<file path="src/rtl/core/nearest_manhattan_point_search_core_assert.svh">
// Assertion macros shared by the nearest Manhattan point search RTL.
`ifndef NEAREST_MANHATTAN_POINT_SEARCH_CORE_ASSERT_SVH
`define NEAREST_MANHATTAN_POINT_SEARCH_CORE_ASSERT_SVH

// The consequent must hold in the same cycle as the antecedent.
`define NMPS_ASSERT_NOW(label, clk, rst_n, cond, expr, msg) \
    label: assert property (@(posedge clk) disable iff (!rst_n) (cond) |-> (expr)) \
        else $error(msg);

// The consequent must hold in the cycle after the antecedent.
`define NMPS_ASSERT_NEXT(label, clk, rst_n, cond, expr, msg) \
    label: assert property (@(posedge clk) disable iff (!rst_n) (cond) |=> (expr)) \
        else $error(msg);

`endif

</file>
<file path="src/rtl/core/nmps_ram.sv">
// Generic single-port-write, single-port-read RAM with registered read data.
module nmps_ram #(
    parameter int W     = 8,
    parameter int DEPTH = 16
) (
    input  logic                     i_clk,
    input  logic                     i_we,
    input  logic [$clog2(DEPTH)-1:0] i_waddr,
    input  logic [W-1:0]             i_wdata,
    input  logic                     i_re,
    input  logic [$clog2(DEPTH)-1:0] i_raddr,
    output logic [W-1:0]             o_rdata
);

    logic [W-1:0] r_mem [DEPTH];
    logic [W-1:0] r_rdata;

    always_ff @(posedge i_clk) begin
        if (i_we) begin
            r_mem[i_waddr] <= i_wdata;
        end
        if (i_re) begin
            r_rdata <= r_mem[i_raddr];
        end
    end

    assign o_rdata = r_rdata;

endmodule

</file>
<file path="config.mk">
export PLATFORM = sky130hd
export DESIGN_NAME = nmps_ram
export DESIGN_NICKNAME = d
export VERILOG_FILES = /design/src/rtl/core/nearest_manhattan_point_search_core_assert.svh /design/src/rtl/core/nmps_ram.sv
export SDC_FILE = /design/constraint.sdc
export NUM_CORES = 1
export LEC_CHECK = 0
export BUFFER_PORTS_ARGS = -buffer_cell sky130_fd_sc_hd__buf_4
export CORE_MARGIN = 3
export CORE_UTILIZATION = 35
export DETAILED_ROUTE_END_ITERATION = 16
export GPL_TIMING_DRIVEN = 0
export SYNTH_ARGS = -nofsm -noshare
export SYNTH_HDL_FRONTEND = slang
export SYNTH_SLANG_ARGS = --single-unit
</file>
<file path="constraint.sdc">
create_clock -name i_clk -period 2 [get_ports i_clk]
set_input_delay 0.4 -clock i_clk [delete_from_list [all_inputs] [get_ports i_clk]]
set_output_delay 0.4 -clock i_clk [all_outputs]
set_load 0.005 [all_outputs]
</file>
* After elaboration in Yosys (flattened, before gate mapping) *
Memories as Yosys holds them, arrays and structs flattened. A register that Yosys moved wholly into a read port is not among the register bits.
Cells that the tools add are included.

storage, ports and cells
  register bits after elaboration = 0
  bits in latches = 0
  memory bits (writable) = 128
  ROM bits = 0
  input bits = 19
  output and inout port bits = 8
  word-level logic and storage cells = 3
  memories kept = 1

cells by class
  add/sub/neg operators = 0
  multipliers = 0
  divide/modulo/power cells = 0
  $lt $le $gt $ge = 0
  equal/unequal tests = 0
  shifts and indexed selects = 0
  multiplexer cells = 2
  bitwise gates (word level) = 0
  reduce and logical (&&, ||, !) cells = 0

memory list
  memory  words  width  rd ports  clocked after Yosys merged registers in  write ports  RTL line        source
  r_mem   16     8      1         1                                        1            nmps_ram.sv:15  logic [W-1:0] r_mem [DEPTH];

operators by type and width
  operator  number
  $mux 1    2

* Depth between registers and ports, before layout *
  depth in word-level cells = 2
  gate-level depth with buffers = 5

* Worst setup path after synthesis *
Ideal clock, no wire load.

  kind = input to register
  from = input i_waddr[2]
  to = memory r_mem[0][0] (enable)
  library setup time = 0.383 ns
  data arrival time = 1.510 ns
  required time = 1.617 ns
  setup slack = 0.107 ns
  cell stages on the path = 2
  path through = or3b_2 -> nor3_1

RTL lines
  element      RTL line        source
  from (decl)  nmps_ram.sv:8   input logic [$clog2(DEPTH)-1:0] i_waddr,
  to (decl)    nmps_ram.sv:15

Straight into the memory's write port.

* Final worst setup path *
  from = input i_waddr[3]
  to = memory r_mem[4][3] (enable)

Straight into the memory's write port.

==> results_dict.tcl <==
set metrics [dict create \
    instances_no_fill 472 \
    cts-root-buf "clkbuf_16" \
    worstSetupEndpointType "flip-flop" \
    core-area_mm2 0.01459 \
    synth-seq-cells 136 \
    cp.required_ns 2.02 \
    slew_headroom 0.1389 \
    finalSetupTns_ns 0 \
    post_cts_resized 1 \
    crit_fanout 8 \
    switching_share 0.1910 \
    nNetsFinal 294 \
    status "completed" \
    clockPowerShare 0.483 \
    clk_pin_slew_ns 0.05 \
    worstMarginPinSlew_ns 1.282 \
    place.gp.congestion 0.7788 \
    p_switching_mw 1.310 \
    hold_viol 0 \
    clock-sinks 136 \
    pwr-share-comb 0.047 \
    grt_pass1_vias 2553 \
    layout-drive-gt1-share 0.2986 \
    tritoncts "done" \
    power_density_mw_per_mm2 1090 \
    yosysWarnings 0 \
    reg2reg_from "r_mem[1][1]" \
    dpl_worst_slack_ns -0.4601 \
    crit_chain "buf_4 -> nand3b_1 -> nor3_1" \
    fmax_mhz 585.8 \
    vdd_ir_drop_max_mv 0.9926 \
    rsz0062_at_grt "no" \
    yosysSeqAreaShare 0.7812 \
    avgSynthCellArea_um2 22.83 \
    post_cts_buffers 0 \
    syn_nets 248 \
    clockBufferDepth 2 \
    holdWs_ns 0.2718 \
    crit_path_start "i_waddr[3]" \
    ys_types 18 \
    drt-initial-drc-count 265 \
    layout_commonest_cell "edfxtp_1" \
    vias_per_cell 5.163 \
    start_kind "primary input" \
    syn_inst 229 \
    power.total_mw 6.861 \
    whs_path_depth 1 \
    drv_cap 0 \
    ant_nets 0 \
    clkLatencyLatePin_ns 0.41 \
    num_io_pins 27 \
    maxSlewViolCount 0 \
    grt_pass1_wl_um 15560 \
    min_period_ns 1.707 \
    period_share 0.8535 \
    die_width_um 128.2 \
    dp.cells 438 \
    min_from "i_re" \
    postPlaceCellArea_mm2 0.005645 \
    p_int_mw 5.550 \
    dieHeight_um 128.2 \
    use_met1 0.1892 \
    cts_buffers 17 \
    dp_hpwl_um 6498 \
    wl_per_cell_um 21.71 \
    fin_skew_ns 0.004592 \
    hp-class "in2reg" \
    fin_util 0.4315 \
    grt_usage 0.1356 \
    initial_utilization 0.3583 \
    crit_arrival_ns 1.72 \
    use_met3 0.04208 \
    cpPeakStageDelay_ns 0.99 \
    final_cell_mix "136 x edfxtp_1, 26 x buf_4, 18 x mux4_2, 17 x clkbuf_16, 16 x a22oi_1" \
    area_growth_pct 20.42 \
    slowest_stage "nor3_1" \
    grt_max_degree 17 \
    finalSetupViolations 0 \
    antennaDiodeCount 0 \
    postCtsHoldBufs 0 \
    wl_um 10250 \
    path_class "in2reg" \
    cts-htree-levels 4 \
    power_leakage_nw 2.092 \
    rows 44 \
    setup_ws_ns 0.2929 \
    overflow 0 \
    gr-max-usage-layer "met2" \
    io_buffers 25 \
    pwr-share-seq 0.470 \
    via_count 2437 \
    use_met2 0.2004 \
    drc_errors 0 \
    syn_area_mm2 0.005228 \
    first_pass_iters 4 \
    design_area_mm2 0.006295 \
    antenna_found_initial 0 \
    die-area_mm2 0.01644 \
    reg2reg_depth 3 \
]
## sequential cells by signal, summed over array words and instances (netlist names)
name / flops
r_mem: 128
o_rdata: 8
## worst max-delay path: cells and delay by family
family | cells | cell delay, ns
buf+inv | 1 | 0.13
simple gates | 2 | 1.19
## area by class of cell
cell class | count | area (um^2)
Fill cell | 1252 | 8294
Sequential cell | 136 | 4084
Multi-Input combinational cell | 83 | 1062
Clock buffer | 18 | 429.2
Tap cell | 184 | 230.2
Clock inverter | 14 | 205.2
Timing Repair Buffer | 27 | 197.7
Buffer | 10 | 86.33
## final timing paths
check / endpoint / slack [ns]
max: r_mem[4][3] / 0.29
min: o_rdata[1] / 0.27
max reg2reg: o_rdata[1] / 0.35
min reg2reg: o_rdata[3] / 0.76
## metal layers
metal	part of all wire	wire, um	vias up
li1	-	-	1073
met1	0.44	4504	1263
met2	0.48	4910	88
met3	0.068	697	13
met4	0.013	133	0
met5	0	0	-
## power by group through the flow
stage          clock (mW)  sequential (mW)  combinational [mW]
6_report             3.31             3.23               0.322
5_1_grt              3.48             3.23               0.348
4_1_cts              3.35             3.23               0.327
3_5_place_dp            0             3.29               0.325
3_3_place_gp            0             3.28               0.321
2_1_floorplan           0             3.28               0.162
## cells in the mapped netlist
master	n	area [um^2]
mux4_1	14	367.9
buf_6	3	33.78
a22oi_1	16	120.1
nand2b_1	2	12.51
buf_4	1	7.510
mux4_2	18	405.4
nor2b_1	1	6.260
and2b_1	1	7.510
nor2_1	13	48.80
or3b_2	1	8.760
nand3b_1	2	15.01
clkdlybuf4s25_2	3	30.03
nand3_1	1	5.000
and2_1	1	6.260
nand2_1	9	33.78
nor3_1	4	20.02
buf_2	3	15.01
edfxtp_1	136	4084
## kinds of logic after synthesis
logic type	count (synthesis)	share of synthesized area
buf+inv	10	0.01651
flops	136	0.7812
compound gates	16	0.02298
simple gates	35	0.03136
mux	32	0.1479
No activity file was read; power rests on OpenSTA's default activity.
