--- src/rtl/core/nearest_manhattan_point_search_core_assert.svh ---
// Assertion macros shared by the nearest Manhattan point search RTL.
`ifndef NEAREST_MANHATTAN_POINT_SEARCH_CORE_ASSERT_SVH
`define NEAREST_MANHATTAN_POINT_SEARCH_CORE_ASSERT_SVH

// The consequent must hold in the same cycle as the antecedent.
`define NMPS_ASSERT_NOW(label, clk, rst_n, cond, expr, msg) \
    label: assert property (@(posedge clk) disable iff (!rst_n) (cond) |-> (expr)) \
        else $error(msg);

// The consequent must hold in the cycle after the antecedent.
`define NMPS_ASSERT_NEXT(label, clk, rst_n, cond, expr, msg) \
    label: assert property (@(posedge clk) disable iff (!rst_n) (cond) |=> (expr)) \
        else $error(msg);

`endif

--- src/rtl/core/nmps_pkg.sv ---
// Package with sizes, types and state codes of the nearest Manhattan point search.
package nmps_pkg;

    localparam int MAX_POINTS = 1024;
    localparam int COORD_BITS = 20;

    localparam int FIELD_W = 20;
    localparam int DIST_W  = 21;

    // Coordinate bits actually kept: the field is masked to COORD_BITS.
    localparam int CW     = (COORD_BITS < FIELD_W) ? COORD_BITS : FIELD_W;
    localparam int SUM_W  = CW + 1;
    localparam int MEM_W  = 2 * CW;
    localparam int AW     = $clog2(MAX_POINTS);
    localparam int CNT_W  = $clog2(MAX_POINTS + 1);

    typedef enum logic [1:0] {
        ST_IDLE,
        ST_SCAN,
        ST_DRAIN,
        ST_RESULT
    } t_state;

    typedef enum logic {
        OP_INSERT = 1'b0,
        OP_QUERY  = 1'b1
    } t_op;

    // Tag issued alongside each store read during a scan.
    typedef struct packed {
        logic valid;
        logic first;
    } t_scan_ctl;

    // Status returned by the distance unit.
    typedef struct packed {
        logic             busy;
        logic [SUM_W-1:0] best;
    } t_dist_stat;

    // Result word offered by the sequencer to the output register.
    typedef struct packed {
        logic              valid;
        logic [DIST_W-1:0] distance;
        logic              found;
        logic              overflow;
    } t_result;

endpackage

--- src/rtl/core/nmps_dist.sv ---
// Shared distance unit: absolute differences, then sum and running minimum.
module nmps_dist
    import nmps_pkg::*;
(
    input  logic             i_clk,
    input  logic             i_rst_n,
    input  t_scan_ctl        i_scan,
    input  logic [MEM_W-1:0] i_point,
    input  logic [CW-1:0]    i_qx,
    input  logic [CW-1:0]    i_qy,
    output t_dist_stat       o_stat
);

    logic             r_v0;
    logic             r_first0;
    logic             r_v1;
    logic             r_first1;
    logic [CW-1:0]    r_dx;
    logic [CW-1:0]    r_dy;
    logic [SUM_W-1:0] r_best;

    logic [CW-1:0]    px;
    logic [CW-1:0]    py;
    logic [CW-1:0]    n_dx;
    logic [CW-1:0]    n_dy;
    logic [SUM_W-1:0] sum;

    assign px = i_point[CW-1:0];
    assign py = i_point[MEM_W-1:CW];

    always_comb begin
        n_dx = (px >= i_qx) ? (px - i_qx) : (i_qx - px);
        n_dy = (py >= i_qy) ? (py - i_qy) : (i_qy - py);
        sum  = {1'b0, r_dx} + {1'b0, r_dy};
    end

    // The tag is registered to line up with the registered read data, and again to line up with the differences.
    always_ff @(posedge i_clk) begin
        if (!i_rst_n) begin
            r_v0 <= 1'b0;
            r_v1 <= 1'b0;
        end else begin
            r_v0 <= i_scan.valid;
            r_v1 <= r_v0;
        end
        r_first0 <= i_scan.first;
        r_first1 <= r_first0;
        if (r_v0) begin
            r_dx <= n_dx;
            r_dy <= n_dy;
        end
        if (r_v1 && (r_first1 || (sum < r_best))) begin
            r_best <= sum;
        end
    end

    assign o_stat.busy = r_v0 | r_v1;
    assign o_stat.best = r_best;

endmodule

--- config.mk ---
export PLATFORM = sky130hd
export DESIGN_NAME = nmps_dist
export DESIGN_NICKNAME = d
export VERILOG_FILES = /design/src/rtl/core/nearest_manhattan_point_search_core_assert.svh /design/src/rtl/core/nmps_pkg.sv /design/src/rtl/core/nmps_dist.sv
export SDC_FILE = /design/constraint.sdc
export NUM_CORES = 1
export LEC_CHECK = 0
export ABC_CLOCK_PERIOD_IN_PS = 8690
export BUFFER_PORTS_ARGS = -buffer_cell sky130_fd_sc_hd__buf_2
export CORE_MARGIN = 3
export CORE_UTILIZATION = 64
export DETAILED_ROUTE_END_ITERATION = 16
export PLACE_DENSITY_LB_ADDON = 0.12
export SLEW_MARGIN = 40
export SYNTH_ARGS = -nofsm -noshare
export SYNTH_HDL_FRONTEND = slang
export SYNTH_SLANG_ARGS = --single-unit
export TNS_END_PERCENT = 10
--- constraint.sdc ---
create_clock -name i_clk -period 8.69 [get_ports i_clk]
set_clock_uncertainty 0.1 [all_clocks]
set_input_delay 0.4345 -clock i_clk [delete_from_list [all_inputs] [get_ports i_clk]]
set_output_delay 0.4345 -clock i_clk [all_outputs]
set_load 0.02 [all_outputs]
After elaboration in Yosys (flattened, before gate mapping)
Index checks and enable logic that the tools add are counted.
Widths: inputs -> output; s select.
{ "word_totals": {"regBits": 65, "input_bits": 84, "output_inout_bits": 22} }
{ "classes": {"add_sub_neg": 5, "order_cmp": 3, "n_mux": 2, "n_bitwise": 1, "n_reduce_logical": 2} }
{ "op_table": {"columns": ["operator", "n"], "rows": [
  ["$sub 20x20->20", 4],
  ["$ge 20x20->1", 2],
  ["$mux 20", 2],
  ["$add 20x20->21", 1],
  ["$lt 21x21->1", 1],
  ["$logic_and 1x1->1", 1],
  ["$logic_or 1x1->1", 1],
  ["$or 1x1->1", 1]
]} }

Logic depth before layout (Yosys ltp)
Gate-level depths: netlist (run 1).
{ "logic_depth": {"depth_word": 4, "depth_mapped": 18, "ltp_nobuf": 18} }

Worst setup path after synthesis (run 1)
Ideal clock, no wire load.
{ "synth_path": {"path_type": "reg2reg", "startpoint": "register r_dx[0]", "endpoint": "register r_best[0] (enable)", "arrival_ns": 4.143, "setup_slack_ns": 4.041, "path_stages_with_launch": 18, "n_path_buf": 0, "period_less_slack_ns": 4.649, "path_cell_list": "edfxtp_1 ha_1 inv_1 fa_1 nor2b_1 o21ai_0 a21oi_1 o21ai_0 a311oi_1 o31a_1 o31a_1 xor2_1 ha_1 a21o_1 a21o_1 a21oi_1 o21ai_0 a21oi_1"} }
{ "synth_between": {"elab_chain_cells": 4} }
{ "synth_rtl": {"columns": ["element", "line", "text"], "rows": [
  ["start: declaration", "nmps_dist.sv:18", "logic [CW-1:0] r_dx;"],
  ["start signal: assignment", "nmps_dist.sv:49", "r_dx <= n_dx;"],
  ["$add 20x20->21", "nmps_dist.sv:34", "sum = {1'b0, r_dx} + {1'b0, r_dy};"],
  ["via sum[18]", "nmps_dist.sv:26", "logic [SUM_W-1:0] sum;"],
  ["$lt 21x21->1", "nmps_dist.sv:52", "if (r_v1 && (r_first1 || (sum < r_best))) begin"],
  ["$logic_or 1x1->1", "nmps_dist.sv:52", null],
  ["$logic_and 1x1->1", "nmps_dist.sv:52", null],
  ["end signal: assignment", "nmps_dist.sv:53", "r_best <= sum;"],
  ["end: declaration", "nmps_dist.sv:20", "logic [SUM_W-1:0] r_best;"]
]} }
The timed path passes the listed nets, and every way through them passes these cells.
A chain may end at the register's enable or synchronous reset.

Worst setup path in the final report (run 1)
{ "layout_path": {"startpoint": "register r_dx[0]", "endpoint": "register r_best[11] (enable)"} }
The elaborated chain is that of the path after synthesis.

==> metrics.cfg, run 1 <==
[placed_design]
numPortBuffers = 105
gp_congestion = 0.926
hpwlAfterDp_um = 14000
place_ws_ns = 4.00

[global_route]
grt_pass1_wl_um = 28700
grt_util_all_layers_pct = 27.2
grt_pass1_vias = 6187
grt_antenna_before_repair = 0
grt_max_degree = 43
grt_remaining_overflow = 0

[clock_tree]
clk_pin_slew_ns = 0.06
cts_resized = 0
max-clock-path-buffers = 2
cts_made_buffers = 9
cts_tree = done
htree_levels = 3
clk_latency_ns = 0.32
cts_hold_buffers = 0
root_buffer = clkbuf_16
postCtsSetupBuffers = 0
cts.sinks = 65

[synthesis]
yosysTopAreaCell = edfxtp_1
seq_area_frac_synth_pct = 25.9
synth-seq-cells = 65
postSynthAreaPerCell_sq_um = 8.68
synth_area_sq_mm = 0.00737
synth.area.top_cells = edfxtp_1 (25%), ha_1 (20%), inv_1 (6.4%)
syn_nets = 1056
synth_enable_flop_cells = 61
synth_cells = 849
ys.flop_type = edfxtp_1
async_flop_share_pct = 0
ys_types = 68
synth_top_area_share_pct = 24.9
ys_warn_count = 0

[setup_path]
crit_type = reg -> reg
ff2ff_path_depth = 17
r2r_end = r_best[11]$_DFFE_PP_
crit_fanout = 21
crit_path_frequent_cell = o21ai_0
required_ns = 8.55
critical_path.endpoint = r_best[11]$_DFFE_PP_
crit_chain = ha_1, inv_1, fa_1, nor2b_1, o21ai_0, a21oi_1, o21ai_0, a311oi_1, o31a_1, o31a_1, xor2_1, ha_1, a21o_1, a21o_1, a21oi_1, o21ai_0, a21oi_4
crit_slowest_cell = a21oi_4
critical_path_arrival_ns = 4.74
crit_start = r_dx[0]$_DFFE_PP_
reg2reg_slack_ns = 3.82
slowest_delay_ns = 0.59
critPathLaunchType = register
endpoint_kind = register
r2r_start = r_dx[0]$_DFFE_PP_

[sta]
worst_slew_pin_slew_ns = 0.712
max_freq_ghz = 0.205
fin_tns_setup_ns = 0
slew_headroom_pct = 52.4
hold_violations = 0
finalMaxSlewViolations = 0
rsz0062_at_grt = no
period_needed_ns = 4.87
setup-violations-final = 0
finalCritPeriodShare_pct = 56.1
setup_ws_ns = 3.82

[floorplan]
initial_core_util_pct = 66.8
die_h_um = 113
io_pins = 106
rows = 38
die_area_sq_mm = 0.0128
die-width_um = 113
fp.coreArea_sq_mm = 0.0110

[outcome]
status = finished clean

[detailed_routing]
routed_wl_um = 17500
final_antenna_net_count = 0
drt_iter0_drc = 509
via_count = 6519
viasPerCell = 5.99
remaining_drc_errors = 0
wl_per_cell_um = 16.1
first_pass_iters = 5

[pwr]
power.leakage_nw = 4.12
p_per_area_mw_per_mm2 = 168
ir_drop_mv = 0.147

[final_layout]
layout_commonest_cell = inv_1
drive_gt1_share_pct = 15.2
fillers = 817
layout_common_cells = inv_1 (125), ha_1 (118), buf_2 (105)
area_growth_pct = 12.4
n_antenna_cell = 0
nets = 1150

[hold_path]
hp-class = in -> reg
holdPathStages = 1
holdCritStartpoint = i_scan[0]

[run]
drv_cap = 0

-- stage by stage --
step	std cells	util, %	cell area (sq um)	hold WS (ns)	power, mW
3_5_place_dp	1072	72.2	7960	0.214	0.998
5_1_grt	1088	75.1	8280	0.0933	1.48
4_1_cts	1088	75.1	8280	0.0960	1.39
3_3_place_gp	1072	72.1	7960	0.211	0.967
2_1_floorplan	849	-	7370	0.210	0.849
6_report	1088	75.1	8280	0.103	1.40
-- synth_stat cells (3+ instances only) --
master / instances
xnor2_1: 26
clkbuf_1: 13
nand2b_1: 11
nand3_1: 17
a21o_1: 36
and3_1: 11
mux2i_1: 12
o2111ai_1: 4
a211o_1: 3
mux2_2: 3
o21a_1: 12
o31ai_1: 5
a31oi_1: 12
o21ai_0: 61
edfxtp_1: 61
ha_1: 118
a211oi_1: 14
or3_1: 4
nor3_1: 11
nor2_1: 39
inv_1: 125
a311oi_1: 4
a21oi_1: 63
buf_6: 4
fa_1: 5
dfxtp_1: 4
or2_2: 4
nand3b_1: 5
and2_1: 5
nand2_1: 46
o31a_1: 3
a21boi_0: 5
buf_2: 7
a21oi_2: 3
nand4_1: 7
o211ai_1: 10
xor2_1: 23
nor2b_1: 14
a221o_1: 3
-- worst min-delay path by stage --
stage	endpoint	slack [ns]
after global routing	r_first0$_DFF_P_	0.09
after CTS	r_first0$_DFF_P_	0.1
final	r_first0$_DFF_P_	0.10
after global placement	r_first1$_DFF_P_	0.21
after detailed placement	r_first1$_DFF_P_	0.21
after floorplan	r_first1$_DFF_P_	0.21
-- power by group --
part | switching [mW] | total (mW) | internal, mW
clock network | 0.134 | 0.385 | 0.251
registers | 0.0129 | 0.411 | 0.398
logic | 0.353 | 0.600 | 0.247
total | 0.500 | 1.40 | 0.896
-- layer usage --
| layer | GRT usage (%) | up-vias | share of wire (%) |
|---|---|---|---|
| met5 | 0 | - | 0 |
| met4 | 7.61 | 0 | 2.6 |
| met3 | 3.21 | 33 | 5.4 |
| met2 | 46.2 | 208 | 48 |
| met1 | 36.7 | 3046 | 44 |
| li1 | - | 3232 | - |
-- layout make-up --
cell class	instances	area [sq um]	area share, %
multi-input combinational	634	4860	58.7
sequential	65	1910	23.1
timing repair buffer	108	548	6.62
inverter	125	469	5.66
clock buffer	9	225	2.72
tap	140	175	2.11
clock inverter	7	95.1	1.15
-- cell families (layout without fill, tap and decap cells) --
| family | count (synthesis) | after routing | synth area share, % |
|---|---|---|---|
| mux | 15 | 15 | 2.09 |
| fa+ha+maj | 123 | 123 | 21.4 |
| simple gates | 181 | 181 | 12.2 |
| xor+xnor | 49 | 49 | 5.82 |
| compound gates | 266 | 266 | 24.2 |
| buf+inv | 150 | 249 | 8.39 |
| flops | 65 | 65 | 25.9 |
-- sequential cells by signal, indices dropped and copies added, names as in the netlist --
register / cells
r_v0: 1
r_first1: 1
r_best: 21
r_first0: 1
r_dy: 20
r_dx: 20
r_v1: 1
-- critical path, delay by kind of cell (launching register included) --
family	cells	cell delay (ns)
DFF	1	0.33
AOI/OAI and AO/OA	11	2.74
buffers and inverters	1	0.06
xor gates and xnor gates	1	0.24
and+or+nand+nor	1	0.14
adders and majority gates	3	0.88
Note: power is estimated with default switching activity, not from simulation.
==> inputs of run 2 (changes only) <==
--- a/config.mk
+++ b/config.mk
@@ -5,10 +5,10 @@
 export SDC_FILE = /design/constraint.sdc
 export NUM_CORES = 1
 export LEC_CHECK = 0
-export ABC_CLOCK_PERIOD_IN_PS = 8690
+export ABC_CLOCK_PERIOD_IN_PS = 4800
 export BUFFER_PORTS_ARGS = -buffer_cell sky130_fd_sc_hd__buf_2
 export CORE_MARGIN = 3
-export CORE_UTILIZATION = 64
+export CORE_UTILIZATION = 60
 export DETAILED_ROUTE_END_ITERATION = 16
 export PLACE_DENSITY_LB_ADDON = 0.12
 export SLEW_MARGIN = 40
==> constraint.sdc (replaced) <==
create_clock -name i_clk -period 4.8 [get_ports i_clk]
set_clock_uncertainty 0.1 [all_clocks]
set_input_delay 0.24 -clock i_clk [delete_from_list [all_inputs] [get_ports i_clk]]
set_output_delay 0.24 -clock i_clk [all_outputs]
set_load 0.02 [all_outputs]
==> run 2 against run 1 <==
  * Worst hold slack worse by 0.077 ns
  * Global-route usage down 1.5 points
  * Die area up 6.3%
  * Register-to-register slack worse by 3.5 ns
  * Via count up 0.43%
  * Power up 81%
  * Worst setup slack worse by 3.5 ns
  * Critical path depth up 1
  * Clock-buffer cell count up 1
  * Cell count up 0.55%
  * Fmax up 8.3%
  * Critical path type unchanged
  * Critical endpoint is now r_best[3]$_DFFE_PP_
  * Largest cell class unchanged
==> metrics.cfg, run 2 (synthesized netlist as in run 1, its figures left out) <==
[global_route]
grt_antenna_before_repair = 0  ; unchanged
grt_pass1_vias = 6110  ; -1.2%
grt_max_degree = 43  ; unchanged
grt_remaining_overflow = 0  ; unchanged
grt_util_all_layers_pct = 25.7  ; -1.5 points
grt_pass1_wl_um = 28400  ; -1.3%

[final_layout]
largest_register = r_best
utilization_pct = 71.1  ; -4.0 points
layout_commonest_cell = inv_1
nets = 1153  ; +0.26%
n_antenna_cell = 0  ; unchanged
fin_cells = 1094  ; +0.55%
layout_common_cells = inv_1 (125), ha_1 (118), buf_2 (105)
drive_gt1_share_pct = 15.5  ; +0.27 points
top_regs = r_best: 21 flops, r_dx: 20 flops, r_dy: 20 flops
area_growth_pct = 13.0
fillers = 953  ; +17%
largest_reg_flops = 21  ; unchanged

[floorplan]
fp.coreArea_sq_mm = 0.0117  ; +6.2%
die-width_um = 117  ; +3.1%
initial_core_util_pct = 62.9  ; -3.9 points
die_area_sq_mm = 0.0136  ; +6.3%
rows = 39  ; +2.6%
die_h_um = 117  ; +3.1%
io_pins = 106  ; unchanged

[outcome]
status = finished clean

[sta]
finalCritPeriodShare_pct = 93.8  ; +38 points
finalMaxSlewViolations = 0  ; unchanged
fin_tns_setup_ns = 0  ; unchanged
worst_slew_pin_slew_ns = 0.646  ; -0.0663 ns
setup-violations-final = 0  ; unchanged
max_freq_ghz = 0.222  ; +8.3%
hold_violations = 0  ; unchanged
setup_ws_ns = 0.298  ; -3.52 ns
period_needed_ns = 4.50  ; -0.373 ns
slew_headroom_pct = 56.4  ; +4.0 points
rsz0062_at_grt = no

[placed_design]
numPortBuffers = 105  ; unchanged
gp_congestion = 0.900  ; -2.8%
hpwlAfterDp_um = 14400  ; +2.6%
place_ws_ns = 0.220  ; -3.78 ns
placedCellCount = 1076  ; +0.37%

[detailed_routing]
first_pass_iters = 5  ; unchanged
wl_per_cell_um = 16.0  ; -0.16%
routed_wl_um = 17500  ; +0.39%
remaining_drc_errors = 0  ; unchanged
viasPerCell = 5.98  ; -0.12%
via_count = 6547  ; +0.43%
top_layer = met4
wl_met3_um = 878  ; -7.5%
wl_met1_um = 7930  ; +2.7%
wl_met2_um = 8270  ; -0.82%
final_antenna_net_count = 0  ; unchanged
drt_iter0_drc = 515  ; +1.2%

[setup_path]
r2r_end = r_best[3]$_DFFE_PP_
required_ns = 4.72  ; -3.83 ns
crit_start = r_dy[0]$_DFFE_PP_
critical_path_arrival_ns = 4.42  ; -0.32 ns
critical_path.endpoint = r_best[3]$_DFFE_PP_
critPathLaunchType = register
ff2ff_path_depth = 18  ; +1
reg2reg_slack_ns = 0.30  ; -3.52 ns
crit_fanout = 21  ; unchanged
r2r_start = r_dy[0]$_DFFE_PP_
crit_type = reg -> reg
endpoint_kind = register

[hold_path]
hp-class = in -> reg

[pwr]
p_per_area_mw_per_mm2 = 304  ; +80%
power.leakage_nw = 4.14  ; +0.40%
ir_drop_mv = 0.227  ; +54%
total_power_mw = 2.53  ; +81%

[clock_tree]
cts_made_buffers = 9  ; unchanged
cts.sinks = 65  ; unchanged
clk_pin_slew_ns = 0.05  ; about the same
clk_latency_ns = 0.33  ; about the same
root_buffer = clkbuf_16
htree_levels = 3  ; unchanged
cts_tree = done
max-clock-path-buffers = 2  ; unchanged
postCtsSetupBuffers = 0  ; unchanged

[run]
drv_cap = 0  ; unchanged

-- run 2: changes by cell type in the layout (fill, tap and decap cells not counted), sizes merged --
cell | before | now
clkinv | 4 | 1
buf | 108 | 110
clkinvlp | 1 | 2
clkbuf | 9 | 10
dlygate4sd3 | 0 | 1
inv | 125 | 126
-- run 2: per-layer routing --
| layer | vias to the layer above | track usage (%) |
|---|---|---|
| li1 | 3229 | - |
| met1 | 3070 | 34.9 |
| met2 | 216 | 43.3 |
| met3 | 32 | 3.08 |
| met4 | 0 | 7.34 |
| met5 | - | 0 |
-- run 2: through the flow --
| step | area (sq um) | hold WS [ns] |
|---|---|---|
| floorplan | 7370 | 0.168 |
| CTS | 8300 | 0.0184 |
| global placement | 7970 | 0.212 |
| global route | 8330 | 0.0262 |
| detailed placement | 7970 | 0.216 |
| finish | 8330 | 0.0256 |
-- run 2: layout make-up --
class                      instances  area (sq um)  area share [%]
inverter                         125           469            5.63
timing repair buffer             111           584            7.02
sequential                        65          1910            23.0
clock inverter                     6          88.8            1.07
clock buffer                      10           239            2.87
tap                              143           179            2.15
multi-input combinational        634          4860            58.3
-- run 2: how the worst min path moves through the flow --
stage | start | end | slack [ns] | cells after the start
finish | i_scan[1] | r_v0$_SDFF_PN0_ | 0.03 | 2
global route | i_rst_n | r_v1$_SDFF_PN0_ | 0.03 | 2
CTS | i_scan[1] | r_v0$_SDFF_PN0_ | 0.02 | 2
detailed placement | r_first0$_DFF_P_ | r_first1$_DFF_P_ | 0.22 | 0
global placement | r_first0$_DFF_P_ | r_first1$_DFF_P_ | 0.21 | 0
floorplan | i_scan[0] | r_first0$_DFF_P_ | 0.17 | 0
-- run 2: power by group --
group	total [mW]	internal (mW)	leakage (nW)	switching, mW
combinational	1.08	0.449	3.38	0.632
clock	0.707	0.469	0.155	0.238
sequential	0.743	0.720	0.601	0.0231
total	2.53	1.64	4.14	0.893
-- run 2: what timing repair did --
item	in CTS	in global routing
setup endpoints to repair	0	21
endpoints found under the hold margin	1	0
resized for setup	0	3
hold buffers	1	0
-- run 2: worst max-delay path, cell delays in order, from the launching register on --
cell	delay, ns
edfxtp_1	0.33
ha_1	0.19
inv_1	0.07
fa_1	0.41
nor2b_1	0.14
o21ai_0	0.13
a21oi_1	0.31
o21ai_1	0.19
a311oi_2	0.38
o31a_1	0.22
o31a_1	0.18
xor2_1	0.25
ha_1	0.30
a21o_1	0.17
a21o_1	0.18
a21oi_1	0.14
o21ai_0	0.10
a21oi_2	0.15
buf_6	0.24
