$ cat src/rtl/core/nearest_manhattan_point_search_core_assert.svh
// Assertion macros shared by the nearest Manhattan point search RTL.
`ifndef NEAREST_MANHATTAN_POINT_SEARCH_CORE_ASSERT_SVH
`define NEAREST_MANHATTAN_POINT_SEARCH_CORE_ASSERT_SVH

// The consequent must hold in the same cycle as the antecedent.
`define NMPS_ASSERT_NOW(label, clk, rst_n, cond, expr, msg) \
    label: assert property (@(posedge clk) disable iff (!rst_n) (cond) |-> (expr)) \
        else $error(msg);

// The consequent must hold in the cycle after the antecedent.
`define NMPS_ASSERT_NEXT(label, clk, rst_n, cond, expr, msg) \
    label: assert property (@(posedge clk) disable iff (!rst_n) (cond) |=> (expr)) \
        else $error(msg);

`endif

$ cat src/rtl/core/nmps_pkg.sv
// Package with sizes, types and state codes of the nearest Manhattan point search.
package nmps_pkg;

    localparam int MAX_POINTS = 1024;
    localparam int COORD_BITS = 20;

    localparam int FIELD_W = 20;
    localparam int DIST_W  = 21;

    // Coordinate bits actually kept: the field is masked to COORD_BITS.
    localparam int CW     = (COORD_BITS < FIELD_W) ? COORD_BITS : FIELD_W;
    localparam int SUM_W  = CW + 1;
    localparam int MEM_W  = 2 * CW;
    localparam int AW     = $clog2(MAX_POINTS);
    localparam int CNT_W  = $clog2(MAX_POINTS + 1);

    typedef enum logic [1:0] {
        ST_IDLE,
        ST_SCAN,
        ST_DRAIN,
        ST_RESULT
    } t_state;

    typedef enum logic {
        OP_INSERT = 1'b0,
        OP_QUERY  = 1'b1
    } t_op;

    // Tag issued alongside each store read during a scan.
    typedef struct packed {
        logic valid;
        logic first;
    } t_scan_ctl;

    // Status returned by the distance unit.
    typedef struct packed {
        logic             busy;
        logic [SUM_W-1:0] best;
    } t_dist_stat;

    // Result word offered by the sequencer to the output register.
    typedef struct packed {
        logic              valid;
        logic [DIST_W-1:0] distance;
        logic              found;
        logic              overflow;
    } t_result;

endpackage

$ cat src/rtl/core/nmps_ctrl.sv
// Sequencer: takes words, writes inserts to the store and walks it for queries.
module nmps_ctrl
    import nmps_pkg::*;
(
    input  logic               i_clk,
    input  logic               i_rst_n,
    input  logic               i_valid,
    output logic               o_ready,
    input  logic               i_op,
    input  logic [FIELD_W-1:0] i_coord_x,
    input  logic [FIELD_W-1:0] i_coord_y,
    output logic               o_wr_en,
    output logic [AW-1:0]      o_waddr,
    output logic [MEM_W-1:0]   o_wdata,
    output logic               o_rd_en,
    output logic [AW-1:0]      o_raddr,
    output t_scan_ctl          o_scan,
    output logic [CW-1:0]      o_qx,
    output logic [CW-1:0]      o_qy,
    input  t_dist_stat         i_dist,
    output t_result            o_result,
    input  logic               i_result_take,
    output logic [CNT_W-1:0]   o_count
);

    t_state           r_state;
    t_state           n_state;
    logic [CNT_W-1:0] r_count;
    logic [CNT_W-1:0] r_addr;
    logic [CW-1:0]    r_qx;
    logic [CW-1:0]    r_qy;
    logic             r_res_found;
    logic             r_res_ovf;

    logic accept;
    logic has_room;
    logic scan_last;

    assign has_room  = (r_count < CNT_W'(MAX_POINTS));
    assign accept    = i_valid && (r_state == ST_IDLE);
    assign scan_last = ((r_addr + CNT_W'(1)) == r_count);

    // Next state.
    always_comb begin
        n_state = r_state;
        unique case (r_state)
            ST_IDLE: begin
                if (accept) begin
                    if ((i_op == OP_QUERY) && (r_count != '0)) begin
                        n_state = ST_SCAN;
                    end else begin
                        n_state = ST_RESULT;
                    end
                end
            end
            ST_SCAN: begin
                if (scan_last) begin
                    n_state = ST_DRAIN;
                end
            end
            ST_DRAIN: begin
                if (!i_dist.busy) begin
                    n_state = ST_RESULT;
                end
            end
            ST_RESULT: begin
                if (i_result_take) begin
                    n_state = ST_IDLE;
                end
            end
            default: n_state = ST_IDLE;
        endcase
    end

    // Outputs.
    always_comb begin
        o_ready           = 1'b0;
        o_wr_en           = 1'b0;
        o_rd_en           = 1'b0;
        o_scan            = '0;
        o_result.valid    = 1'b0;
        o_result.distance = r_res_found ? DIST_W'(i_dist.best) : '0;
        o_result.found    = r_res_found;
        o_result.overflow = r_res_ovf;
        unique case (r_state)
            ST_IDLE: begin
                o_ready = 1'b1;
                o_wr_en = accept && (i_op == OP_INSERT) && has_room;
            end
            ST_SCAN: begin
                o_rd_en      = 1'b1;
                o_scan.valid = 1'b1;
                o_scan.first = (r_addr == '0);
            end
            ST_DRAIN: begin
                o_rd_en = 1'b0;
            end
            ST_RESULT: begin
                o_result.valid = 1'b1;
            end
            default: o_ready = 1'b0;
        endcase
    end

    assign o_waddr = r_count[AW-1:0];
    assign o_wdata = {i_coord_y[CW-1:0], i_coord_x[CW-1:0]};
    assign o_raddr = r_addr[AW-1:0];
    assign o_qx    = r_qx;
    assign o_qy    = r_qy;
    assign o_count = r_count;

    always_ff @(posedge i_clk) begin
        if (!i_rst_n) begin
            r_state <= ST_IDLE;
            r_count <= '0;
        end else begin
            r_state <= n_state;
            if (o_wr_en) begin
                r_count <= r_count + CNT_W'(1);
            end
        end
        if (accept) begin
            r_addr      <= '0;
            r_qx        <= i_coord_x[CW-1:0];
            r_qy        <= i_coord_y[CW-1:0];
            r_res_found <= (i_op == OP_QUERY) && (r_count != '0);
            r_res_ovf   <= (i_op == OP_INSERT) && !has_room;
        end else if (r_state == ST_SCAN) begin
            r_addr <= r_addr + CNT_W'(1);
        end
    end

endmodule

$ cat config.mk
export PLATFORM = sky130hd
export DESIGN_NAME = nmps_ctrl
export DESIGN_NICKNAME = d
export VERILOG_FILES = /design/src/rtl/core/nearest_manhattan_point_search_core_assert.svh /design/src/rtl/core/nmps_pkg.sv /design/src/rtl/core/nmps_ctrl.sv
export SDC_FILE = /design/constraint.sdc
export NUM_CORES = 1
export LEC_CHECK = 0
export ABC_AREA = 1
export BUFFER_PORTS_ARGS = -buffer_cell sky130_fd_sc_hd__clkbuf_2
export CAP_MARGIN = 20
export CORE_UTILIZATION = 30
export DETAILED_ROUTE_END_ITERATION = 6
export GPL_TIMING_DRIVEN = 0
export PLACE_DENSITY_LB_ADDON = 0.05
export SLEW_MARGIN = 10
export SYNTH_ARGS = -nofsm -noshare
export SYNTH_HDL_FRONTEND = slang
export SYNTH_SLANG_ARGS = --single-unit
$ cat constraint.sdc
create_clock -name i_clk -period 5.3 [get_ports i_clk]
set_input_delay 1.325 -clock i_clk [delete_from_list [all_inputs] [get_ports i_clk]]
set_output_delay 1.325 -clock i_clk [all_outputs]
set_load 0.01 [all_outputs]
# Yosys cells after proc, flatten, opt, wreduce, memory -nomap -nowiden
# Index checks and enable logic that the tools add are counted.
dict set report word_totals {
  reg_bits 66
  inputBits 67
}
dict set report op_classes {
  addsub 2
  order_cmp 1
  eq_ne 8
  mux 12
  bitwise 1
  reduce_logical 10
}
# operator n
set ops {}
lappend ops {{adder 11 x 1 -> 11 bit, second input constant} 2}
lappend ops {{2-to-1 mux 21 bit} 1}
lappend ops {{2-to-1 mux 2 bit} 6}
lappend ops {{equality test 11 bit} 1}
lappend ops {{zero test 11 bit} 1}
lappend ops {{less-than comparator 11 bit, second input constant} 1}
lappend ops {{nonzero test 11 bit} 1}
lappend ops {{inequality test 2 bit, second input constant} 4}
lappend ops {{one-hot mux 2 bit (4 select lines)} 1}
lappend ops {{logical AND 1 bit} 5}
lappend ops {{equality test 2 bit, second input constant} 2}
lappend ops {{2-to-1 mux 1 bit} 4}
lappend ops {{AND reduction 4 bit} 1}
lappend ops {{equality test 2 x 1 -> 1 bit, second input constant} 1}
lappend ops {{zero test 2 bit} 1}
lappend ops {{zero test 1 bit} 1}
lappend ops {{NOT 1 bit} 1}

# Longest topological paths before layout
# Gate-level depths: netlist (run 1).
dict set report depth {
  word_depth 5
  ltp_mapped 16
  ltp_nobuf 16
}

# Worst setup path before layout (run 1)
# Ideal clock, no wire load.
dict set report synth_timing {
  path_kind {input to output}
  from {input i_valid}
  to {output o_wr_en}
  t_arrival_ns 2.293
  t_required_ns 3.975
  setup_slack_ns 1.682
  path_stages 4
  path_buffers 0
  path_cell_list {nand2_2 inv_2 nand3_4 inv_1}
}
dict set report synth_between {
  elab_chain_len 4
}
# element line
set synth_lines {}
lappend synth_lines {{start, declared} nmps_ctrl.sv:7} ;# input logic i_valid,
lappend synth_lines {{logical AND 1 bit} nmps_ctrl.sv:40} ;# assign accept = i_valid && (r_state == ST_IDLE);
lappend synth_lines {{net accept} nmps_ctrl.sv:35} ;# logic accept;
lappend synth_lines {{logical AND 1 bit (2 in a row)} nmps_ctrl.sv:88} ;# o_wr_en = accept && (i_op == OP_INSERT) && has_room;
lappend synth_lines {{2-to-1 mux 1 bit} nmps_ctrl.sv:85} ;# unique case (r_state)
lappend synth_lines {{end, declared} nmps_ctrl.sv:12} ;# output logic o_wr_en,
# The timed path passes the listed nets, and every way through them passes these cells.

# Worst setup path after layout (run 1)
# Same ends and word-level chain as after synthesis.

==> results_dict.tcl, run 1 <==
set metrics [dict create \
    cts_hold_buffers 0 \
    required_ps 3970 \
    final_cells 762 \
    path_buf_inv 4 \
    grt_max_degree 49 \
    htree_levels 3 \
    synth_adder_area_share_pct 2.87 \
    worstSetupEndpointType "primary output" \
    worst_pin_slew_ps 1010 \
    cts.sinks 66 \
    min_path_cells 2 \
    rsz0062_at_grt "no" \
    synth_top_family_by_area "buffers and inverters" \
    cp_cell_sequence "clkbuf_2 -> nand2_2 -> inv_2 -> nand3_4 -> inv_1 -> clkbuf_2" \
    hp-class "flop to flop" \
    area_growth_pct 44.0 \
    synthTopCellsByCount "74 x nand2_1, 66 x inv_1, 63 x buf_4, 42 x edfxtp_1, 26 x nand3_1" \
    ys_ff_latch 66 \
    antenna_found_initial 0 \
    syn_inst 397 \
    post_cts.repair.setup_buffers 0 \
    first_iter_violations 120 \
    core-area_mm2 0.0114 \
    regToRegEndpoint "o_count[10]" \
    p_comb_share_pct 35.1 \
    synth_top_cell_by_area "edfxtp_1" \
    p_clk_share_pct 29.6 \
    power.switching_uw 757 \
    antenna_left 0 \
    min_to "r_addr[1]" \
    synthXorXnorAreaFrac_pct 0.752 \
    netlist.area_leader.share_pct 36.1 \
    fill_cells 1183 \
    rr_startpoint "r_state[1]" \
    port_buffers 206 \
    finalCoreUtilization_pct 44.2 \
    initial_utilization_pct 30.7 \
    die_h_um 110 \
    dr.max_layer_used "met4" \
    cp_max_fo 48 \
    ff_latch_area_mm2 0.00174 \
    postSynth.asyncResetShare_pct 0 \
    drtPass1Iterations 4 \
    cpLargestDelayFamily "buffers and inverters" \
    gr-total-overflow 0 \
    slowest_stage "inv_2" \
    finClkSkew_ps 6.12 \
    p_seq_share_pct 35.3 \
    ys_dominant_reg_cell "edfxtp_1" \
    track_usage_pct 15.0 \
    avgSynthCellArea_um2 8.80 \
    synth_most_common_cell "nand2_1" \
    clkTransAtPathRegs_ps 60 \
    wl_met2_mm 4.61 \
    multi_input_area_mm2 0.00101 \
    routedWlPerCell_um 12.0 \
    nets 689 \
    max-cap-violations 0 \
    post_cts_resized 0 \
    remaining_drc_errors 0 \
    syn-cell-area_mm2 0.00349 \
    status "completed" \
    r2r_cells 12 \
    grt_pass1_vias 2688 \
    vias 3211 \
    cts-root-buf "clkbuf_16" \
    synth_area_leaders "edfxtp_1 36%, dfxtp_1 14%, buf_4 14%" \
    swShare_pct 34.8 \
    synth.distinct_cells 30 \
    viasPerCell 4.21 \
    fmax_mhz 240 \
    r2r_slack_ps 2440 \
    drt_wl_total_mm 9.11 \
    die-area_mm2 0.0121 \
    internal-power_uw 1420 \
    met3WireLength_um 695 \
    cts.path.max_buffers 2 \
    antennaDiodeCount 0 \
    timing.final.crit_share_pct 78.7 \
    vdd_drop_max_v 0.000165 \
    synthMuxAreaShare_pct 0 \
    relSlewSlack_pct 32.5 \
    yosysSeqAreaShare_pct 49.9 \
    synth-edff-count 42 \
    design_area_mm2 0.00503 \
    rows 39 \
    ys_warn_count 0 \
    die_width_um 110 \
    worst_setup_path_start_kind "input pin" \
    dp.cells 746 \
    synthSimpleGateAreaFrac_pct 18.8 \
    fin_crit_ps 4170 \
    drv_slew 0 \
    tns_ps 0 \
    cts_tree "built" \
    cpPeakStageDelay_ps 770 \
    p_leak_uw 0.00269 \
    power_density_mw_per_mm2 433 \
    total_power_uw 2180 \
    clk_latency_ps 330 \
    worst-setup-path-type "input pin to primary output" \
    dpl-instance-area_mm2 0.00470 \
    wl_met1_mm 3.70 \
    synth-compound-area-share_pct 6.38 \
    syn-num-nets 472 \
    cpMostUsedCell "clkbuf_2" \
    crit_arrival_ps 2850 \
    finalHoldViolCount 0 \
    gp_congestion 0.858 \
    io_pins 207 \
    numCtsBuffers 9 \
    hpwl_mm 7.38 \
    min_from "r_addr[1]" \
    setup_viol 0 \
    grt_pass1_wl_mm 13.3 \
    drive_gt1_share_pct 48.5 \
]
[metrics by stage]
stage,hold slack [ps],setup WS (ps)
2_1_floorplan,494,1680
3_3_place_gp,528,1050
3_5_place_dp,529,1050
4_1_cts,538,1040
5_1_grt,568,895
6_report,534,1130
[layout by cell type (no fill, tap or decap), types with 2 or more instances in the layout]
| cell type | synthesis | final |
|---|---|---|
| nand2_1 | 74 | 74 |
| buf_4 | 63 | 63 |
| a21oi_1 | 16 | 16 |
| xor2_1 | 2 | 2 |
| nand2_2 | 5 | 5 |
| o21ai_0 | 18 | 18 |
| inv_1 | 66 | 66 |
| nor2_1 | 22 | 22 |
| nor2_4 | 2 | 2 |
| edfxtp_1 | 42 | 42 |
| clkinv_4 | 0 | 2 |
| nor3_2 | 2 | 2 |
| clkinvlp_4 | 0 | 2 |
| o211ai_1 | 3 | 3 |
| clkbuf_16 | 0 | 9 |
| dfxtp_1 | 24 | 24 |
| ha_1 | 8 | 8 |
| bufinv_16 | 0 | 2 |
| clkbuf_2 | 0 | 206 |
| clkbuf_1 | 4 | 4 |
| nand3_1 | 26 | 26 |
| nand4_1 | 7 | 7 |
[registers in the layout, indices dropped and copies added (netlist names)]
| signal | count |
|---|---|
| r_res_found | 1 |
| r_addr | 11 |
| o_count | 11 |
| o_qy | 20 |
| o_qx | 20 |
| r_res_ovf | 1 |
| r_state | 2 |
[cell type report]
class	count	share of cell area (%)
inverter	67	5.00
sequential	66	34.6
tap	143	3.56
clock inverter	7	2.02
buffer	68	9.80
timing repair buffer	206	20.5
clock buffer	9	4.48
multi-input combinational	196	20.0
[per-layer routing]
| metal | vias up | global-route usage, % |
|---|---|---|
| li1 | 1647 | - |
| met1 | 1445 | 16.7 |
| met2 | 110 | 26.8 |
| met3 | 9 | 4.39 |
| met4 | 0 | 5.43 |
| met5 | - | 0 |
[cells by family (layout without fill, tap and decap cells)]
family          count (synthesis)  count (layout)
xor+xnor                        3               3
buf+inv                       135             357
simple gates                  144             144
compound gates                 41              41
fa+ha+maj                       8               8
flops                          66              66
[worst max-delay path by stage]
stage               slack (ps)  endpoint    start  cells after the start
finish                    1130   o_wr_en  i_valid                      6
global route               890   o_wr_en  i_valid                      6
CTS                       1040   o_wr_en  i_valid                      6
detailed placement        1050   o_wr_en  i_valid                      6
global placement          1050   o_wr_en  i_valid                      6
floorplan                 1680   o_wr_en  i_valid                      4
[power by group through the flow]
stage               sequential, uW  combinational [uW]  clock, uW
floorplan                      800                 454          0
global placement               776                 775          0
detailed placement             780                 779          0
CTS                            770                 781        663
global route                   784                 874        687
finish                         767                 764        645
[worst min-delay path, delay by kind of cell (launching register included)]
kind	cells	cell delay [ps]
compound gates	1	70
buf+inv	1	80
flops	1	340
No activity file was read; power rests on OpenSTA's default activity.
==> run 2: changes to the inputs <==
- ABC_AREA: 1 -> 0
- clock period: 5.3 -> 3.45 ns (I/O delays scaled with it)
==> run 2 against run 1 <==
Net effect:
- sequential share of layout area up 0.63 points
- clock skew up 1.5 ps
- global-route usage down 1.3 points
- area after synthesis down 1.9%
- clock-buffer cell count unchanged
- sequential power up 37%
- flip-flop and latch count unchanged
- critical path depth up 2
- die area down 1.9%
- design area down 1.8%
- worst hold slack worse by 27 ps
- largest cell class unchanged
==> results_dict.tcl, run 2 <==
set metrics [dict create \
    status "completed" \
    cts.sinks 66 \
    rows 38 \
    p_clk_share_pct 31.8 \
    rsz0062_at_grt "no" \
    synth_most_common_cell "buf_4" \
    ys_dominant_reg_cell "edfxtp_1" \
    track_usage_pct 13.7 \
    power_density_mw_per_mm2 529 \
    avgSynthCellArea_um2 11.0 \
    syn-cell-area_mm2 0.00343 \
    grt_max_degree 30 \
    gr-total-overflow 0 \
    final_common_cell "clkbuf_2" \
    grtUsageMet1_pct 15.2 \
    finClkSkew_ps 7.65 \
    clk_latency_ps 320 \
    grtUsageMet2_pct 24.7 \
    vdd_drop_max_v 0.000236 \
    io_pins 207 \
    cts_tree "built" \
    tns_ps 0 \
    post_cts_resized 0 \
    worst-setup-path-type "flop to primary output" \
    drive_gt1_share_pct 55.8 \
    die_width_um 109 \
    nets 604 \
    worstSetupEndpointType "primary output" \
    p_comb_share_pct 28.2 \
    clkTransAtPathRegs_ps 60 \
    rr_startpoint "r_addr[0]" \
    drv_slew 0 \
    synth_top_cell_by_area "edfxtp_1" \
    regToRegEndpoint "r_state[1]" \
    busiest_layer "met2" \
    postSynth.asyncResetShare_pct 0 \
    relSlewSlack_pct 50.5 \
    grt_pass1_wl_mm 12.2 \
    p_seq_share_pct 40.1 \
    drtPass1Iterations 4 \
    vias 2876 \
    timing.final.crit_share_pct 90.2 \
    cts.path.max_buffers 2 \
    netlist.area_leader.share_pct 36.8 \
    post_cts.repair.setup_buffers 0 \
    synthTopCellsByCount "64 x buf_4, 42 x edfxtp_1, 31 x and2_1, 24 x dfxtp_1, 20 x xnor2_1" \
    die_h_um 109 \
    fmax_mhz 321 \
    crit_arrival_ps 2250 \
    grt_use_met3_pct 4.48 \
    finalHoldViolCount 0 \
    cts-root-buf "clkbuf_16" \
    fin_crit_ps 3110 \
    die-area_mm2 0.0119 \
    setup_viol 0 \
    grt_pass1_vias 2402 \
    syn_inst 311 \
    gp_congestion 0.772 \
    antennaDiodeCount 0 \
    numCtsBuffers 9 \
    design_area_mm2 0.00494 \
    routedWlPerCell_um 12.3 \
    synth-edff-count 42 \
    min_to "r_state[0]" \
    worst_setup_path_start_kind "flop" \
    min_from "r_state[0]" \
    antenna_left 0 \
    antenna_found_initial 0 \
    r2r_cells 7 \
    dpl-instance-area_mm2 0.00466 \
    cp_max_fo 9 \
    min_path_cells 2 \
    worst_pin_slew_ps 742 \
    remaining_drc_errors 0 \
    htree_levels 3 \
    hp-class "flop to flop" \
    yosysSeqAreaShare_pct 50.8 \
    r2r_slack_ps 990 \
    viasPerCell 4.27 \
    hpwl_mm 6.73 \
    cts_hold_buffers 0 \
    swShare_pct 30.5 \
    ys_warn_count 0 \
    synth_area_leaders "edfxtp_1 37%, dfxtp_1 14%, buf_4 14%" \
    power.switching_uw 798 \
    required_ps 2590 \
    internal-power_uw 1820 \
    synth.distinct_cells 47 \
    port_buffers 206 \
    first_iter_violations 77 \
    p_leak_uw 0.00240 \
    initial_utilization_pct 31.2 \
    syn-num-nets 386 \
    fill_cells 1119 \
    drt_wl_total_mm 8.31 \
    area_growth_pct 44.2 \
    ys_ff_latch 66 \
    core-area_mm2 0.0110 \
    most-common-layout-cells "208 x clkbuf_2, 64 x buf_4, 42 x edfxtp_1" \
    max-cap-violations 0 \
]
## run 2: cell count changes in the layout (fill, tap and decap cells not counted), moves of 5 or more
cell     previous run  this run
nand3_1            26         3
inv_1              66        10
nand2_1            74        12
xnor2_1             1        20
xor2_1              2        10
o21ai_0            18         5
a21oi_1            16         1
and2_1              0        31
nor2_1             22        15
nand2_2             5         0
## run 2: per-layer routing
layer / up-vias / part of all wire, %
li1: 1445 / -
met1: 1318 / 41
met2: 111 / 52
met3: 2 / 6.1
met4: 0 / 0.53
met5: - / 0
## run 2: cell type report
type | count | area [um^2] | area share, %
clock inverters | 7 | 52.6 | 1.06
plain buffers | 77 | 538 | 10.9
multi-input cells | 158 | 1110 | 22.5
inverters | 10 | 37.5 | 0.760
well taps | 140 | 175 | 3.55
flip-flops and latches | 66 | 1740 | 35.3
repair buffers | 207 | 1060 | 21.4
clock buffers | 9 | 225 | 4.56
## run 2: stage by stage
stage | hold WS (ps) | util [%] | setup slack (ps) | power, uW | std cells
floorplan | 471 | - | 646 | 1490 | 311
global placement | 488 | 42.2 | -226 | 1800 | 657
detailed placement | 503 | 42.4 | 626 | 1820 | 658
CTS | 510 | 45.0 | 277 | 2670 | 674
global route | 528 | 45.0 | 55.4 | 2780 | 674
finish | 507 | 45.0 | 339 | 2610 | 674
## run 2: worst max path at each step
stage / from / to / slack, ps / cells past startpoint
after CTS: r_state[1] / o_scan[0] / 280 / 8
final: r_state[1] / o_scan[0] / 340 / 8
after global routing: r_state[1] / o_scan[0] / 60 / 8
after floorplan: i_valid / o_qx[0] / 650 / 2
after detailed placement: r_state[1] / o_scan[0] / 630 / 8
after global placement: i_valid / o_qx[10] / -230 / 3
## run 2: cell families (layout without fill, tap and decap cells)
logic type / Yosys count / in the layout / synth area share [%]
buf+inv: 87 / 310 / 16.8
flops: 66 / 66 / 50.8
mux: 4 / 4 / 1.17
fa+ha+maj: 8 / 8 / 2.92
xor+xnor: 30 / 30 / 7.67
simple gates: 98 / 98 / 16.9
compound gates: 18 / 18 / 3.76
## run 2: worst max-delay path: stages, from the launching register on
cell	delay, ps
dfxtp_1	340
inv_1	80
ha_1	220
clkbuf_1	390
inv_1	180
nor4_1	290
nand2_1	80
nor4_1	170
clkbuf_2	190
## run 2: power by group through the flow
stage	sequential (uW)	clock, uW	combinational (uW)
after floorplan	1110	0	379
after CTS	1050	867	757
after global placement	1070	0	730
after detailed placement	1070	0	755
final	1050	830	736
after global routing	1060	896	820
